--- config.mk ---
export PLATFORM = sky130hd
export DESIGN_NAME = sols_ctrl
export DESIGN_NICKNAME = d
export VERILOG_FILES = /design/src/hw/rtl/sols_pkg.sv /design/src/hw/rtl/sols_ctrl.sv
export SDC_FILE = /design/constraint.sdc
export NUM_CORES = 1
export LEC_CHECK = 0
export BUFFER_PORTS_ARGS = -buffer_cell sky130_fd_sc_hd__buf_4
export CORE_MARGIN = 2
export CORE_UTILIZATION = 50
export CTS_CLUSTER_SIZE = 20
export DETAILED_ROUTE_END_ITERATION = 10
export HOLD_SLACK_MARGIN = 0.02
export PLACE_DENSITY = 0.76
export RECOVER_POWER = 100
export SLEW_MARGIN = 20
export SYNTH_ARGS = -nofsm -noshare
export SYNTH_HDL_FRONTEND = slang
export SYNTH_SLANG_ARGS = --single-unit
export TNS_END_PERCENT = 50
--- constraint.sdc ---
create_clock -name clk -period 2.1 [get_ports clk]
set_input_delay 0.42 -clock clk [delete_from_list [all_inputs] [get_ports clk]]
set_output_delay 0.42 -clock clk [all_outputs]
set_load 0.03 [all_outputs]
--- src/hw/rtl/sols_pkg.sv ---
`timescale 1ns / 1ps
package sols_pkg;

    localparam int CMP_W  = 9;
    localparam int KEY_W  = 32;
    localparam int ILEN_W = 9;
    localparam int POL_W  = 2;

    localparam logic [POL_W-1:0] POL_SEQ   = 2'd0;
    localparam logic [POL_W-1:0] POL_MTF   = 2'd1;
    localparam logic [POL_W-1:0] POL_TRANS = 2'd2;
    localparam logic [POL_W-1:0] POL_COUNT = 2'd3;

    localparam logic REG_POLICY   = 1'b0;
    localparam logic REG_INIT_LEN = 1'b1;

    typedef enum logic [3:0] {
        S_IDLE,
        S_DISPATCH,
        S_RELOAD,
        S_SCAN,
        S_SCAN_CHK,
        S_CS,
        S_CS_CHK,
        S_MVD,
        S_MVD_WR,
        S_MVU,
        S_MVU_WR,
        S_PUT,
        S_RESP
    } state_t;

    typedef enum logic [3:0] {
        OP_NONE,
        OP_LOAD,
        OP_RL_WRITE,
        OP_RL_DONE,
        OP_READ,
        OP_READ_PREV,
        OP_READ_NEXT,
        OP_PTR_INC,
        OP_HIT,
        OP_MISS,
        OP_CS_FOUND,
        OP_WR_DOWN,
        OP_WR_UP,
        OP_PUT
    } dp_op_t;

    typedef struct packed {
        dp_op_t op;
    } ctl_cmd_t;

    typedef struct packed {
        logic             func;
        logic [POL_W-1:0] policy;
        logic             ptr_eq_len;
        logic             ptr_eq_pos;
        logic             ptr_eq_dst;
        logic             ptr_eq_n;
        logic             ptr_zero;
        logic             ptr_le_pos;
        logic             key_match;
        logic             cnt_le;
        logic             full;
    } dp_status_t;

endpackage

--- src/hw/rtl/sols_ctrl.sv ---
`timescale 1ns / 1ps
module sols_ctrl
    import sols_pkg::*;
(
    input  logic       clk,
    input  logic       rst_n,
    input  logic       in_valid,
    output logic       in_stall,
    output logic       out_valid,
    input  logic       out_stall,
    input  dp_status_t st,
    output ctl_cmd_t   cmd
);

    state_t state_reg;
    state_t state_next;

    always_ff @(posedge clk or negedge rst_n)
    begin
        if (!rst_n)
        begin
            state_reg <= S_IDLE;
        end
        else
        begin
            state_reg <= state_next;
        end
    end

    always_comb
    begin
        state_next = state_reg;
        unique case (state_reg)
            S_IDLE:
            begin
                if (in_valid)
                begin
                    state_next = S_DISPATCH;
                end
            end
            S_DISPATCH:
            begin
                state_next = st.func ? S_RELOAD : S_SCAN;
            end
            S_RELOAD:
            begin
                if (st.ptr_eq_n)
                begin
                    state_next = S_RESP;
                end
            end
            S_SCAN:
            begin
                if (!st.ptr_eq_len)
                begin
                    state_next = S_SCAN_CHK;
                end
                else if (st.full)
                begin
                    state_next = S_RESP;
                end
                else
                begin
                    unique case (st.policy)
                        POL_SEQ:   state_next = S_PUT;
                        POL_COUNT: state_next = S_CS;
                        default:   state_next = S_MVD;
                    endcase
                end
            end
            S_SCAN_CHK:
            begin
                if (!st.key_match)
                begin
                    state_next = S_SCAN;
                end
                else
                begin
                    unique case (st.policy)
                        POL_SEQ:   state_next = S_RESP;
                        POL_MTF:   state_next = S_MVD;
                        POL_TRANS: state_next = st.ptr_zero ? S_RESP : S_MVD;
                        default:   state_next = S_CS;
                    endcase
                end
            end
            S_CS:
            begin
                if (st.ptr_eq_len)
                begin
                    state_next = st.ptr_le_pos ? S_MVD : S_MVU;
                end
                else if (!st.ptr_eq_pos)
                begin
                    state_next = S_CS_CHK;
                end
            end
            S_CS_CHK:
            begin
                if (st.cnt_le)
                begin
                    state_next = st.ptr_le_pos ? S_MVD : S_MVU;
                end
                else
                begin
                    state_next = S_CS;
                end
            end
            S_MVD:
            begin
                state_next = st.ptr_eq_dst ? S_PUT : S_MVD_WR;
            end
            S_MVD_WR:
            begin
                state_next = S_MVD;
            end
            S_MVU:
            begin
                state_next = st.ptr_eq_dst ? S_PUT : S_MVU_WR;
            end
            S_MVU_WR:
            begin
                state_next = S_MVU;
            end
            S_PUT:
            begin
                state_next = S_RESP;
            end
            S_RESP:
            begin
                if (!out_stall)
                begin
                    state_next = S_IDLE;
                end
            end
            default:
            begin
                state_next = S_IDLE;
            end
        endcase
    end

    always_comb
    begin
        cmd.op    = OP_NONE;
        in_stall  = (state_reg != S_IDLE);
        out_valid = (state_reg == S_RESP);
        unique case (state_reg)
            S_IDLE:
            begin
                if (in_valid)
                begin
                    cmd.op = OP_LOAD;
                end
            end
            S_RELOAD:
            begin
                cmd.op = st.ptr_eq_n ? OP_RL_DONE : OP_RL_WRITE;
            end
            S_SCAN:
            begin
                cmd.op = st.ptr_eq_len ? OP_MISS : OP_READ;
            end
            S_SCAN_CHK:
            begin
                cmd.op = st.key_match ? OP_HIT : OP_PTR_INC;
            end
            S_CS:
            begin
                if (st.ptr_eq_len)
                begin
                    cmd.op = OP_CS_FOUND;
                end
                else if (st.ptr_eq_pos)
                begin
                    cmd.op = OP_PTR_INC;
                end
                else
                begin
                    cmd.op = OP_READ;
                end
            end
            S_CS_CHK:
            begin
                cmd.op = st.cnt_le ? OP_CS_FOUND : OP_PTR_INC;
            end
            S_MVD:
            begin
                if (!st.ptr_eq_dst)
                begin
                    cmd.op = OP_READ_PREV;
                end
            end
            S_MVD_WR:
            begin
                cmd.op = OP_WR_DOWN;
            end
            S_MVU:
            begin
                if (!st.ptr_eq_dst)
                begin
                    cmd.op = OP_READ_NEXT;
                end
            end
            S_MVU_WR:
            begin
                cmd.op = OP_WR_UP;
            end
            S_PUT:
            begin
                cmd.op = OP_PUT;
            end
            default:
            begin
                cmd.op = OP_NONE;
            end
        endcase
    end

endmodule

==> impl_metrics.env <==
export IMPL_critPathLaunchType="register"
export IMPL_arrival_ns=1.70
export IMPL_fin_util=0.8320
export IMPL_crit_fanout=8
export IMPL_synth_ff_type="dfrtp_1"
export IMPL_startpoint="state_reg[3]"
export IMPL_synth_area_um2=847.1
export IMPL_clock_latency_ns=0.25
export IMPL_synth_area_leaders="dfrtp_1 12%, ha_1 7.4%, nor2b_1 7.4%"
export IMPL_avgSynthCellArea_um2=7.430
export IMPL_dieArea_mm2=0.002039
export IMPL_switching_share=0.4767
export IMPL_drc=0
export IMPL_seq_power_share=0.110
export IMPL_antenna_found_initial=0
export IMPL_syn_to_final_growth_pct=51.40
export IMPL_finalSetupViolations=3
export IMPL_skew_ns=0.01094
export IMPL_numPortBuffers=21
export IMPL_maxCapViolations=0
export IMPL_grt_max_degree=17
export IMPL_routed_wl_um=2843
export IMPL_nNetsFinal=173
export IMPL_synth_nets=135
export IMPL_diodes=0
export IMPL_final_setup_tns_ns=-0.04526
export IMPL_fin_crit_ns=2.120
export IMPL_die_h_um=45.16
export IMPL_fmax_mhz=471.6
export IMPL_max_slew_margin_rel=0.6839
export IMPL_track_usage=0.3076
export IMPL_cts_root_buf="clkbuf_4"
export IMPL_numCtsBuffers=3
export IMPL_tightest_slew_ns=0.4678
export IMPL_drive_gt1_frac=0.4267
export IMPL_regToRegSetupSlack_ns=0.06
export IMPL_crit_required_ns=1.68
export IMPL_combPwrFrac=0.840
export IMPL_via_per_inst=6.494
export IMPL_hp_class="input pin to async pin"
export IMPL_violations="setup timing"
export IMPL_yosys_warnings=0
export IMPL_grt_ovfl_total=0
export IMPL_numClockSinks=4
export IMPL_drt_iter0_markers=17
export IMPL_period_share=1.010
export IMPL_netlist_instances=114
export IMPL_r2r_start="state_reg[3]"
export IMPL_synth_top_area_share=0.1182
export IMPL_p_per_area_mw_per_mm2=1630
export IMPL_h_tree_depth=1
export IMPL_grt_pass1_wl_um=4471
export IMPL_largest_reg_flops=4
export IMPL_async_flop_share=1.000
export IMPL_endpoint_kind="output pin"
export IMPL_synth_common_cells="10 x nor2b_1, 7 x a21oi_1, 7 x nand2_1, 7 x nand2b_1, 7 x o21ai_0"
export IMPL_yosys_cell_types_count=44
export IMPL_ys_ff_latch=4
export IMPL_clk_path_buf_depth=2
export IMPL_wl_per_cell_um=17.13
export IMPL_yosys_area_top_type="dfrtp_1"
export IMPL_hold_worst_slack_ns=0.5188
export IMPL_synth_edf_count=0
export IMPL_place_congestion=0.8923
export IMPL_grt_pass1_vias=1026
export IMPL_synth_most_common_cell="nor2b_1"
export IMPL_drt_pass1_iterations=4
export IMPL_start_util=0.5495
export IMPL_finalHoldViolCount=0
export IMPL_finalWorstSetupSlack_ns=-0.02033
export IMPL_rsz0062_at_grt="yes"
export IMPL_cts_tree="yes"
export IMPL_leakage_uw=0.0005733
export IMPL_outcome="finished with violations"
export IMPL_power_switching_uw=996.5
export IMPL_crit_type="register to output pin"
export IMPL_ant_nets=0
export IMPL_dr_total_vias=1078
export IMPL_rows=14
export IMPL_hpwlAfterDp_um=1880
export IMPL_cts_clk_slew_worst_paths_ns=0.04
export IMPL_die_x_um=45.16
export IMPL_nFillCells=99
export IMPL_ir_worst_vdd_mv=1.427
export IMPL_io_pins=22
export IMPL_p_clk_frac=0.050
export IMPL_internal_power_uw=1094
export IMPL_power_uw=2090
export IMPL_slew_violations=0
export IMPL_ys_seq_area_frac=0.1182
export IMPL_core_area_mm2=0.001541
## stage by stage
step | worst slack, ns | cells | instance area [µm²]
after floorplan | -0.04354 | 114 | 853.3
after global placement | 0.03686 | 155 | 1084
after detailed placement | 0.03529 | 155 | 1084
after CTS | -0.01217 | 164 | 1226
after global routing | -0.1176 | 166 | 1282
final | -0.02033 | 166 | 1282
## worst max-delay path, cell delays in order, from the launching register on
cell and delay (ns):
dfrtp_1 0.39, inv_2 0.11, ha_4 0.20, nor2b_4 0.19, nand2_2 0.07, a31oi_1 0.18
o31a_1 0.17, buf_6 0.13
## cell type report
type | count | area (µm²) | share of cell area
multi-input combinational | 96 | 765.7 | 0.5971
inverter | 6 | 25.02 | 0.01951
timing repair buffer | 41 | 342.8 | 0.2673
tap | 16 | 20.02 | 0.01561
clock buffer | 3 | 22.52 | 0.01756
sequential | 4 | 106.4 | 0.08293
## timing repair
item                       CTS  global route
hold buffers                 1             0
setup endpoints to repair    5             4
resized for setup           17            11
hold endpoints to repair     4             0
buffers inserted             5             2
pin swaps                    3             5
## layer usage
layer | vias up | GRT usage | wire, µm
met5 | - | 0 | 0
met4 | 0 | 0.2000 | 142
met3 | 14 | 0.02800 | 190
met2 | 52 | 0.5400 | 1417
met1 | 512 | 0.3502 | 1093
li1 | 500 | - | -
## cell usage in the layout (no fill, tap or decap), types with 2 or more instances in the layout
cell type	netlist	routed
a22oi_1	2	2
and2_1	3	2
a21oi_2	0	2
buf_12	0	2
o31a_1	2	2
nand3b_1	4	4
a21o_1	2	2
ha_4	0	3
clkbuf_4	0	3
o21ai_0	7	7
a22o_1	2	2
ha_1	5	2
dfrtp_2	0	2
nor2b_4	1	4
nand3_1	3	2
a21oi_1	7	5
nand2b_1	7	6
a31oi_1	5	4
nand4_1	3	3
buf_4	0	34
nor2_1	3	3
o21bai_1	2	2
inv_1	6	4
nor2b_1	10	7
buf_6	2	3
nand2_1	7	6
## path summary, 6_finish.rpt
path                                end  cells after the start
max                              cmd[3]                      7
min                        state_reg[3]                      2
max reg2reg                state_reg[2]                      7
min reg2reg                state_reg[2]                      2
max in group asynchronous  state_reg[0]                      2
min in group clk           state_reg[1]                      3
## kinds of logic (layout without fill, tap and decap cells)
family / count (synthesis) / in the layout / synth area share
AOI/OAI and AO/OA: 40 / 40 / 0.3294
adders and majority gates: 5 / 5 / 0.07386
DFF: 4 / 4 / 0.1182
muxes: 2 / 2 / 0.02511
buffers and inverters: 14 / 50 / 0.08567
and+or+nand+nor: 49 / 49 / 0.3678
## power by group through the flow
| stage | Sequential (µW) | Combinational, µW | Clock [µW] |
|---|---|---|---|
| global placement | 208 | 1360 | 0 |
| global route | 238 | 1880 | 113 |
| CTS | 216 | 1580 | 109 |
| floorplan | 150 | 988 | 0 |
| detailed placement | 208 | 1360 | 0 |
| finish | 230 | 1750 | 105 |
Note: power is estimated with default switching activity, not from simulation.
